## config.mk

```make
export PLATFORM = sky130hd
export DESIGN_NAME = keyed_double_ended_queue_top_flat
export DESIGN_NICKNAME = d
export VERILOG_FILES = /design/src/kdq_pkg.sv /design/src/kdq_if.sv /design/src/keyed_double_ended_queue_top.sv /design/src/kdq_ram.sv /design/src/kdq_ctrl.sv /design/src/flat_wrapper.sv
export SDC_FILE = /design/constraint.sdc
export NUM_CORES = 1
export LEC_CHECK = 0
export BUFFER_PORTS_ARGS = -buffer_cell sky130_fd_sc_hd__buf_2
export CAP_MARGIN = 5
export CORE_MARGIN = 2
export CORE_UTILIZATION = 61
export CTS_BUF_LIST = sky130_fd_sc_hd__clkbuf_8
export DETAILED_ROUTE_END_ITERATION = 10
export GPL_TIMING_DRIVEN = 1
export PLACE_DENSITY = 0.86
export RECOVER_POWER = 100
export SYNTH_ARGS = -nofsm -noshare
export SYNTH_HDL_FRONTEND = slang
export SYNTH_HIERARCHICAL = 1
export SYNTH_SLANG_ARGS = --single-unit
```

## constraint.sdc

```tcl
create_clock -name clk -period 7.45 [get_ports clk]
set_clock_uncertainty 0.15 [all_clocks]
set_input_delay 0.3725 -clock clk [delete_from_list [all_inputs] [get_ports clk]]
set_output_delay 0.3725 -clock clk [all_outputs]
set_load 0.02 [all_outputs]
```

## src/kdq_pkg.sv

```systemverilog
`default_nettype none

package kdq_pkg;

  typedef logic [2:0] req_t;
  typedef logic [1:0] status_t;

  localparam req_t REQ_PUSH_BACK  = 3'd0;
  localparam req_t REQ_PUSH_FRONT = 3'd1;
  localparam req_t REQ_POP_FRONT  = 3'd2;
  localparam req_t REQ_POP_BACK   = 3'd3;
  localparam req_t REQ_FIND       = 3'd4;
  localparam req_t REQ_UPDATE     = 3'd5;
  localparam req_t REQ_FIND_MAX   = 3'd6;

  localparam status_t ST_OK        = 2'd0;
  localparam status_t ST_EMPTY     = 2'd1;
  localparam status_t ST_NOT_FOUND = 2'd2;
  localparam status_t ST_FULL      = 2'd3;

endpackage

`default_nettype wire

```

## src/kdq_if.sv

```systemverilog
`default_nettype none

interface kdq_req_if #(
  parameter int KEY_WIDTH   = 16,
  parameter int VALUE_WIDTH = 20
);
  import kdq_pkg::*;

  logic                   valid;
  logic                   ready;
  req_t                   req_type;
  logic [KEY_WIDTH-1:0]   item_key;
  logic [VALUE_WIDTH-1:0] item_value;

  modport source (output valid, output req_type, output item_key, output item_value,
                  input ready);
  modport sink   (input valid, input req_type, input item_key, input item_value,
                  output ready);
endinterface

interface kdq_rsp_if #(
  parameter int KEY_WIDTH   = 16,
  parameter int VALUE_WIDTH = 20,
  parameter int COUNT_WIDTH = 5
);
  import kdq_pkg::*;

  logic                   valid;
  logic                   ready;
  status_t                status;
  logic [KEY_WIDTH-1:0]   out_key;
  logic [VALUE_WIDTH-1:0] out_value;
  logic [VALUE_WIDTH-1:0] prior_value;
  logic [COUNT_WIDTH-1:0] entry_count;

  modport source (output valid, output status, output out_key, output out_value,
                  output prior_value, output entry_count, input ready);
  modport sink   (input valid, input status, input out_key, input out_value,
                  input prior_value, input entry_count, output ready);
endinterface

`default_nettype wire

```

## src/keyed_double_ended_queue_top.sv

```systemverilog
// Flow: an accepted beat passes through execute to the result state; pops add a
//   state that captures the RAM read data; find, update and find max scan the entries.
// Throughput: one request at a time, a new beat taken once the previous result
//   is handed to the output register; scans read one entry per cycle through the
//   read port of the entry RAM.
// Reset: synchronous rst empties the queue; stored entries are left as they are.
`default_nettype none

module keyed_double_ended_queue_top #(
  parameter int DEPTH       = 16,
  parameter int KEY_WIDTH   = 16,
  parameter int VALUE_WIDTH = 20
) (
  input  wire logic clk,
  input  wire logic rst,
  kdq_req_if.sink   req,
  kdq_rsp_if.source rsp
);
  import kdq_pkg::*;

  localparam int AW = $clog2(DEPTH);
  localparam int CW = $clog2(DEPTH + 1);
  localparam int EW = KEY_WIDTH + VALUE_WIDTH;

  logic                   res_valid;
  logic                   res_ready;
  status_t                res_status;
  logic [KEY_WIDTH-1:0]   res_key;
  logic [VALUE_WIDTH-1:0] res_value;
  logic [VALUE_WIDTH-1:0] res_prior;
  logic [CW-1:0]          res_count;
  logic                   mem_we;
  logic [AW-1:0]          mem_waddr;
  logic [EW-1:0]          mem_wdata;
  logic                   mem_re;
  logic [AW-1:0]          mem_raddr;
  logic [EW-1:0]          mem_rdata;

  kdq_ctrl #(
    .DEPTH       (DEPTH),
    .KEY_WIDTH   (KEY_WIDTH),
    .VALUE_WIDTH (VALUE_WIDTH),
    .AW          (AW),
    .CW          (CW)
  ) u_ctrl (
    .clk        (clk),
    .rst        (rst),
    .req        (req),
    .res_valid  (res_valid),
    .res_ready  (res_ready),
    .res_status (res_status),
    .res_key    (res_key),
    .res_value  (res_value),
    .res_prior  (res_prior),
    .res_count  (res_count),
    .mem_we     (mem_we),
    .mem_waddr  (mem_waddr),
    .mem_wdata  (mem_wdata),
    .mem_re     (mem_re),
    .mem_raddr  (mem_raddr),
    .mem_rdata  (mem_rdata)
  );

  kdq_ram #(
    .WIDTH (EW),
    .DEPTH (DEPTH)
  ) u_ram (
    .clk   (clk),
    .we    (mem_we),
    .waddr (mem_waddr),
    .wdata (mem_wdata),
    .re    (mem_re),
    .raddr (mem_raddr),
    .rdata (mem_rdata)
  );

  assign res_ready = !rsp.valid || rsp.ready;

  always_ff @(posedge clk) begin
    if (rst) begin
      rsp.valid <= 1'b0;
    end else if (res_valid && res_ready) begin
      rsp.valid <= 1'b1;
    end else if (rsp.ready) begin
      rsp.valid <= 1'b0;
    end
  end

  always_ff @(posedge clk) begin
    if (res_valid && res_ready) begin
      rsp.status      <= res_status;
      rsp.out_key     <= res_key;
      rsp.out_value   <= res_value;
      rsp.prior_value <= res_prior;
      rsp.entry_count <= res_count;
    end
  end

endmodule

`default_nettype wire

```

## src/kdq_ram.sv

```systemverilog
`default_nettype none

module kdq_ram #(
  parameter int WIDTH = 36,
  parameter int DEPTH = 16
) (
  input  wire logic                     clk,
  input  wire logic                     we,
  input  wire logic [$clog2(DEPTH)-1:0] waddr,
  input  wire logic [WIDTH-1:0]         wdata,
  input  wire logic                     re,
  input  wire logic [$clog2(DEPTH)-1:0] raddr,
  output logic      [WIDTH-1:0]         rdata
);

  logic [WIDTH-1:0] mem [DEPTH];

  always_ff @(posedge clk) begin
    if (we) begin
      mem[waddr] <= wdata;
    end
    if (re) begin
      rdata <= mem[raddr];
    end
  end

endmodule

`default_nettype wire

```

## src/kdq_ctrl.sv

```systemverilog
`default_nettype none

module kdq_ctrl #(
  parameter int DEPTH       = 16,
  parameter int KEY_WIDTH   = 16,
  parameter int VALUE_WIDTH = 20,
  parameter int AW          = $clog2(DEPTH),
  parameter int CW          = $clog2(DEPTH + 1)
) (
  input  wire logic                             clk,
  input  wire logic                             rst,
  kdq_req_if.sink                               req,
  output logic                                  res_valid,
  input  wire logic                             res_ready,
  output kdq_pkg::status_t                      res_status,
  output logic [KEY_WIDTH-1:0]                  res_key,
  output logic [VALUE_WIDTH-1:0]                res_value,
  output logic [VALUE_WIDTH-1:0]                res_prior,
  output logic [CW-1:0]                         res_count,
  output logic                                  mem_we,
  output logic [AW-1:0]                         mem_waddr,
  output logic [KEY_WIDTH+VALUE_WIDTH-1:0]      mem_wdata,
  output logic                                  mem_re,
  output logic [AW-1:0]                         mem_raddr,
  input  wire logic [KEY_WIDTH+VALUE_WIDTH-1:0] mem_rdata
);
  import kdq_pkg::*;

  localparam logic [2:0] S_IDLE = 3'd0;
  localparam logic [2:0] S_EXEC = 3'd1;
  localparam logic [2:0] S_SCAN = 3'd2;
  localparam logic [2:0] S_POP  = 3'd3;
  localparam logic [2:0] S_RESP = 3'd4;

  localparam logic [AW:0]   DEPTH_A = (AW + 1)'(DEPTH);
  localparam logic [CW-1:0] DEPTH_C = CW'(DEPTH);

  function automatic logic [AW-1:0] ring_pos(input logic [AW-1:0] base,
                                             input logic [AW-1:0] off);
    logic [AW:0] s;
    s = {1'b0, base} + {1'b0, off};
    if (s >= DEPTH_A) begin
      s = s - DEPTH_A;
    end
    return s[AW-1:0];
  endfunction

  logic [2:0]             state;
  logic [AW-1:0]          front;
  logic [CW-1:0]          count;
  req_t                   op;
  logic [KEY_WIDTH-1:0]   key;
  logic [VALUE_WIDTH-1:0] val;
  logic [CW-1:0]          scan_off;
  logic [AW-1:0]          rd_addr;
  logic [KEY_WIDTH-1:0]   best_key;
  logic [VALUE_WIDTH-1:0] best_val;

  logic [KEY_WIDTH-1:0]   rd_key;
  logic [VALUE_WIDTH-1:0] rd_val;
  logic [CW-1:0]          cnt_m1;
  logic                   full;
  logic                   empty;
  logic                   is_search;
  logic                   hit;
  logic                   last;
  logic                   take;
  logic                   scan_more;
  logic [AW-1:0]          front_dec;
  logic [AW-1:0]          pos_first;
  logic [AW-1:0]          pos_back;
  logic [AW-1:0]          pos_push;
  logic [AW-1:0]          pos_next;
  logic [AW-1:0]          pos_pop;

  assign rd_key    = mem_rdata[KEY_WIDTH+VALUE_WIDTH-1:VALUE_WIDTH];
  assign rd_val    = mem_rdata[VALUE_WIDTH-1:0];
  assign cnt_m1    = count - CW'(1);
  assign full      = (count == DEPTH_C);
  assign empty     = (count == '0);
  assign is_search = (op == REQ_FIND) || (op == REQ_UPDATE);
  assign hit       = is_search && (rd_key == key);
  assign last      = (scan_off == count);
  assign take      = (scan_off == CW'(1)) || (rd_val > best_val);
  assign scan_more = (state == S_SCAN) && !last && !hit;
  assign front_dec = (front == '0) ? AW'(DEPTH - 1) : front - AW'(1);
  assign pos_first = front;
  assign pos_back  = ring_pos(front, cnt_m1[AW-1:0]);
  assign pos_push  = ring_pos(front, count[AW-1:0]);
  assign pos_next  = ring_pos(front, scan_off[AW-1:0]);
  assign pos_pop   = (op == REQ_POP_FRONT) ? front : pos_back;

  assign req.ready = (state == S_IDLE);
  assign res_valid = (state == S_RESP);
  assign res_count = count;

  always_comb begin
    mem_we    = 1'b0;
    mem_waddr = pos_push;
    mem_wdata = {key, val};
    mem_re    = 1'b0;
    mem_raddr = pos_first;
    unique case (state)
      S_EXEC: begin
        case (op) inside
          REQ_PUSH_BACK: begin
            mem_we = !full;
          end
          REQ_PUSH_FRONT: begin
            mem_we    = !full;
            mem_waddr = front_dec;
          end
          REQ_POP_FRONT, REQ_POP_BACK: begin
            mem_re    = !empty;
            mem_raddr = pos_pop;
          end
          REQ_FIND, REQ_UPDATE, REQ_FIND_MAX: begin
            mem_re = !empty;
          end
          default: begin
          end
        endcase
      end
      S_SCAN: begin
        mem_we    = hit && (op == REQ_UPDATE);
        mem_waddr = rd_addr;
        mem_wdata = {rd_key, val};
        mem_re    = scan_more;
        mem_raddr = pos_next;
      end
      S_IDLE, S_POP, S_RESP: begin
      end
      default: begin
      end
    endcase
  end

  always_ff @(posedge clk) begin
    if (rst) begin
      state <= S_IDLE;
      front <= '0;
      count <= '0;
    end else begin
      unique case (state)
        S_IDLE: begin
          if (req.valid) begin
            op    <= req.req_type;
            key   <= req.item_key;
            val   <= req.item_value;
            state <= S_EXEC;
          end
        end
        S_EXEC: begin
          res_status <= ST_OK;
          res_key    <= '0;
          res_value  <= '0;
          res_prior  <= '0;
          state      <= S_RESP;
          case (op) inside
            REQ_PUSH_BACK, REQ_PUSH_FRONT: begin
              if (full) begin
                res_status <= ST_FULL;
              end else begin
                count <= count + CW'(1);
                if (op == REQ_PUSH_FRONT) begin
                  front <= front_dec;
                end
              end
            end
            REQ_POP_FRONT, REQ_POP_BACK: begin
              if (empty) begin
                res_status <= ST_EMPTY;
              end else begin
                count <= cnt_m1;
                if (op == REQ_POP_FRONT) begin
                  front <= ring_pos(front, AW'(1));
                end
                state <= S_POP;
              end
            end
            REQ_FIND, REQ_UPDATE, REQ_FIND_MAX: begin
              if (empty) begin
                res_status <= (op == REQ_FIND_MAX) ? ST_EMPTY : ST_NOT_FOUND;
              end else begin
                scan_off <= CW'(1);
                rd_addr  <= pos_first;
                state    <= S_SCAN;
              end
            end
            default: begin
            end
          endcase
        end
        S_POP: begin
          res_key   <= rd_key;
          res_value <= rd_val;
          state     <= S_RESP;
        end
        S_SCAN: begin
          if (is_search) begin
            if (hit) begin
              res_key <= rd_key;
              if (op == REQ_UPDATE) begin
                res_value <= val;
                res_prior <= rd_val;
              end else begin
                res_value <= rd_val;
              end
              state <= S_RESP;
            end else if (last) begin
              res_status <= ST_NOT_FOUND;
              state      <= S_RESP;
            end
          end else begin
            if (take) begin
              best_key <= rd_key;
              best_val <= rd_val;
            end
            if (last) begin
              res_key   <= take ? rd_key : best_key;
              res_value <= take ? rd_val : best_val;
              state     <= S_RESP;
            end
          end
          if (scan_more) begin
            scan_off <= scan_off + CW'(1);
            rd_addr  <= pos_next;
          end
        end
        S_RESP: begin
          if (res_ready) begin
            state <= S_IDLE;
          end
        end
        default: begin
          state <= S_IDLE;
        end
      endcase
    end
  end

  a_accept_exec: assert property (@(posedge clk) disable iff (rst)
    (req.valid && req.ready) |=> (state == S_EXEC))
    else $error("accepted beat did not start execution");

  a_push_grows: assert property (@(posedge clk) disable iff (rst)
    (state == S_EXEC && (op == REQ_PUSH_BACK || op == REQ_PUSH_FRONT) && !full)
    |=> (count == $past(count) + CW'(1)))
    else $error("push did not grow the count");

  a_scan_bound: assert property (@(posedge clk) disable iff (rst)
    (state == S_SCAN) |-> (scan_off != '0 && scan_off <= count))
    else $error("scan offset out of range");

  a_write_phase: assert property (@(posedge clk) disable iff (rst)
    mem_we |-> ((state == S_EXEC && !full) || (state == S_SCAN && op == REQ_UPDATE)))
    else $error("memory write outside push or update");

endmodule

`default_nettype wire

```

## src/flat_wrapper.sv

```systemverilog
// flat-port wrapper written by rule: the top's interface ports become plain ports
module keyed_double_ended_queue_top_flat import kdq_pkg::*;
#(
  parameter int DEPTH       = 16,
  parameter int KEY_WIDTH   = 16,
  parameter int VALUE_WIDTH = 20
)
  (clk, rst, req_valid, req_req_type, req_item_key, req_item_value, req_ready, rsp_valid, rsp_status, rsp_out_key, rsp_out_value, rsp_prior_value, rsp_entry_count, rsp_ready);
  kdq_req_if #(.KEY_WIDTH(KEY_WIDTH), .VALUE_WIDTH(VALUE_WIDTH)) req_i ();
  kdq_rsp_if #(.KEY_WIDTH(KEY_WIDTH), .VALUE_WIDTH(VALUE_WIDTH), .COUNT_WIDTH((5))) rsp_i ();
  input  wire logic clk;
  input  wire logic rst;
  input wire logic [$bits(req_i.valid)-1:0] req_valid;
  input wire logic [$bits(req_i.req_type)-1:0] req_req_type;
  input wire logic [$bits(req_i.item_key)-1:0] req_item_key;
  input wire logic [$bits(req_i.item_value)-1:0] req_item_value;
  output wire logic [$bits(req_i.ready)-1:0] req_ready;
  output wire logic [$bits(rsp_i.valid)-1:0] rsp_valid;
  output wire logic [$bits(rsp_i.status)-1:0] rsp_status;
  output wire logic [$bits(rsp_i.out_key)-1:0] rsp_out_key;
  output wire logic [$bits(rsp_i.out_value)-1:0] rsp_out_value;
  output wire logic [$bits(rsp_i.prior_value)-1:0] rsp_prior_value;
  output wire logic [$bits(rsp_i.entry_count)-1:0] rsp_entry_count;
  input wire logic [$bits(rsp_i.ready)-1:0] rsp_ready;
  assign req_i.valid = req_valid;
  assign req_i.req_type = req_req_type;
  assign req_i.item_key = req_item_key;
  assign req_i.item_value = req_item_value;
  assign req_ready = req_i.ready;
  assign rsp_valid = rsp_i.valid;
  assign rsp_status = rsp_i.status;
  assign rsp_out_key = rsp_i.out_key;
  assign rsp_out_value = rsp_i.out_value;
  assign rsp_prior_value = rsp_i.prior_value;
  assign rsp_entry_count = rsp_i.entry_count;
  assign rsp_i.ready = rsp_ready;
  keyed_double_ended_queue_top #(.DEPTH(DEPTH), .KEY_WIDTH(KEY_WIDTH), .VALUE_WIDTH(VALUE_WIDTH)) u_core (.clk(clk), .rst(rst), .req(req_i), .rsp(rsp_i));
endmodule
```

==> metrics.txt <==
Tightest Hold Check Type in2reg; die height 237 um; Final Cycle Share between 70% and 80%; Vias 18100; sequential fraction of the synthesis area roughly three quarters; clock sink total 830; CTS tree done; Yosys warnings 6; Gate power share about 6%; grt total ovfl 0; top cell type's share of synthesized area 73.9%; clk root buf clkbuf_8; commonest cells after routing, fill and taps aside edfxtp_1 (817), mux4_2 (144), nand2_1 (135); clock insertion delay at the later pin of the skew report between 700 and 800 ps; Inst Count DP around 2500; H-tree lvl count 3; Routed WL roughly 74 mm; busiest metal layer after global routing met2; Max Freq approximately 0.17 GHz; global routing usage on met3 5.75%; Slew HR -149%; CTS Buf Count about 120; Crit Path Max Fanout 70; Period minus WS final a little under 6000 ps; Power Density around 240 mW/mm^2; Hold-fix buffers, CTS 44; drt drc 0; Layout area overhead 10.9%; hpwl dp about 42 mm; Adder-Cell Fraction of Synth Area under 10%; routability-driven placement congestion ratio between 0.8 and 0.9; Finish-stage setup viols 0; cts repair resizes 0; initial antenna violation count 1; NetSw between 2 and 2.5 mW; Setup crit end kind flip-flop; Syn Area/Cell ~19 um^2; Seq pwr share 58.5%; largest family of logic cells by synthesized area multiplexers; simple-gate share of the synthesized area under 10%; internal power between 6 and 7 mW; DRT iter0 DRCs about 2700; count of final hold-check violations 0; GR Util met2 42.9%; setup TNS 0 ps; failing checks max-capacitance violations, max-slew violations; top_reg_cell synth edfxtp_1; Core Util, Final 68.4%; std cell rows 85; critical path startpoint category flip-flop; area of the mapped netlist between 0.03 and 0.04 mm^2; Worst-Margin Slew around 3700 ps; largest area contributor in the netlist edfxtp_1; Syn Inst Count roughly 1800; status finished, violations left; Ports about 110; XOR/XNOR Fraction of Synth Area around 1.2%; Unique masters post-synth 66; async set-reset flop share out of synthesis 0%; clock transition at the registers of the reported paths ~70 ps; placed inst area 0.0346 mm^2; Worst VDD drop around 0.16 mV; largest cells by area after synthesis edfxtp_1 (74%), mux4_2 (9.8%), a22oi_1 (1.7%), nand2_1 (1.5%), ha_1 (1.4%); RSZ-0062 raised after global routing false; input/output buffers ~110; antenna-violating nets left 0; # Post-CTS Setup Buffers 0; most common cell after layout, fill and taps aside edfxtp_1; Post-Syn Nets ~1900; Pleak between 10 and 15 nW; fraction of layout cells with a size suffix above 1 a little under a fifth; Final Slew Violations approximately 480; final hold slack between 200 and 250 ps; WL per Instance roughly 27 um; Synth Area in Compound Gates slightly above 5%; Worst Path Class, Setup reg2reg; detailed-router iteration count before antenna repair 7; total track usage 26.4%; vias in the first global route ~18000; CP required about 7600 ps; Die Wd ~240 um; global-route track usage on met1 35.0%; Clk pwr share a little over a third; Final Instance Count excl. Fillers around 2800; max cap viols 14; Initial Util slightly above 60%; Sw Share between 20% and 30%; first-pass GRT wire length 110 mm; post-synthesis mux area share about 10%; CP arrival slightly above 6000 ps; Core Area about 0.054 mm^2; largest net degree at the start of global routing 145; number of flops mapped to enable cells by yosys about 820; fin nets slightly above 2000; die area between 0.05 and 0.06 mm^2; Synth Register Bits 830; clock buffer depth 3; Avg Vias per Cell about 6.5; post-route cell area between 0.03 and 0.04 mm^2
==> through the flow <==
step                worst slack, ps  power, mW
detailed placement             2880       5.88
CTS                            2860       9.04
global placement               2970       5.85
floorplan                      2300       5.73
finish                         1550       8.99
global route                   1270       9.27
==> logic make-up after synthesis <==
family / Yosys count
AO/OA/AOI/OAI: 218
XOR/XNOR: 46
adder cells (fa/ha/maj): 39
buffers and inverters: 132
flip-flops: 830
multiplexers: 161
AND/OR/NAND/NOR: 366
==> power by group through the flow <==
stage | Combinational (mW) | Clock [mW] | Sequential [mW]
2_1_floorplan | 0.391 | 0 | 5.34
3_3_place_gp | 0.506 | 0 | 5.35
3_5_place_dp | 0.524 | 0 | 5.35
4_1_cts | 0.545 | 3.24 | 5.25
5_1_grt | 0.577 | 3.43 | 5.27
6_report | 0.537 | 3.19 | 5.26
==> layout make-up <==
type / count / area, um^2
tap: 696 / 871
multi-input combinational: 830 / 7840
inverter: 31 / 116
sequential: 830 / 24800
timing repair buffer: 184 / 1110
antenna: 2 / 5.00
clock buffer: 120 / 1650
fill: 3210 / 17000
clock inverter: 93 / 440
==> routing by layer <==
layer | vias up | routed length (um) | part of all wire (%)
met5 | - | 0 | 0
met4 | 0 | 2700 | 3.6
met3 | 229 | 8710 | 12
met2 | 1290 | 36300 | 49
met1 | 8999 | 26400 | 36
li1 | 7631 | - | -
==> path summary, 6_finish.rpt <==
kind	startpoint	end	slack [ps]	cells past startpoint
min reg2reg	u_core/u_ctrl/res_value[10]	u_core/rsp.out_value[10]	270	0
max reg2reg	u_core/u_ctrl/state[1]	u_core/u_ram/mem[12][9]	1550	9
min	req_item_value[18]	u_core/u_ctrl/val[18]	220	2
max	u_core/u_ctrl/state[1]	u_core/u_ram/mem[12][9]	1550	9
==> sequential cells by signal (all words and copies together) (netlist names), 4 cells and up <==
signal                   flops
u_core/rsp.out_key          16
u_core/rsp.out_value        20
u_core/u_ctrl/res_key       16
u_core/u_ctrl/key           16
u_core/u_ram/mem           576
u_core/rsp.entry_count       5
u_core/u_ram/rdata          36
u_core/u_ctrl/best_key      16
u_core/u_ctrl/val           20
u_core/u_ctrl/res_count      5
u_core/u_ctrl/front          4
u_core/u_ctrl/best_val      20
u_core/u_ctrl/res_value     20
u_core/u_ctrl/res_prior     20
u_core/u_ctrl/scan_off       5
u_core/rsp.prior_value      20
u_core/u_ctrl/rd_addr        4
==> worst max-delay path, cell delays in order, from the launching register on <==
cell and delay [ps]:
dfxtp_1 450, nor2b_1 170, buf_4 520, and2_1 210
clkbuf_1 1180, nor2_1 220, a21o_1 250, a221o_1 420
nor3_1 770, clkbuf_2 1120
==> cell usage after synthesis, types with 3 or more instances <==
cell         n
a211oi_1     3
a21o_1       5
a21oi_1     26
a221o_1     22
a22oi_1     73
a31oi_1     17
and2_1      24
and3_1      21
buf_1        4
buf_2       28
buf_6       11
clkbuf_1    55
dfxtp_1     13
edfxtp_1   817
fa_1         3
ha_1        36
inv_1       31
mux2_1       8
mux2_2       8
mux4_2     144
nand2_1    136
nand2b_1     7
nand3_1     26
nand4_1     24
nor2_1      83
nor2b_1      5
nor3_1      14
nor4_1       6
o211ai_1    16
o21ai_0     19
o2bb2ai_1   10
o2bb2ai_2   10
o31ai_1      3
xnor2_1     19
xor2_1      27
Note: power is estimated with default switching activity, not from simulation.
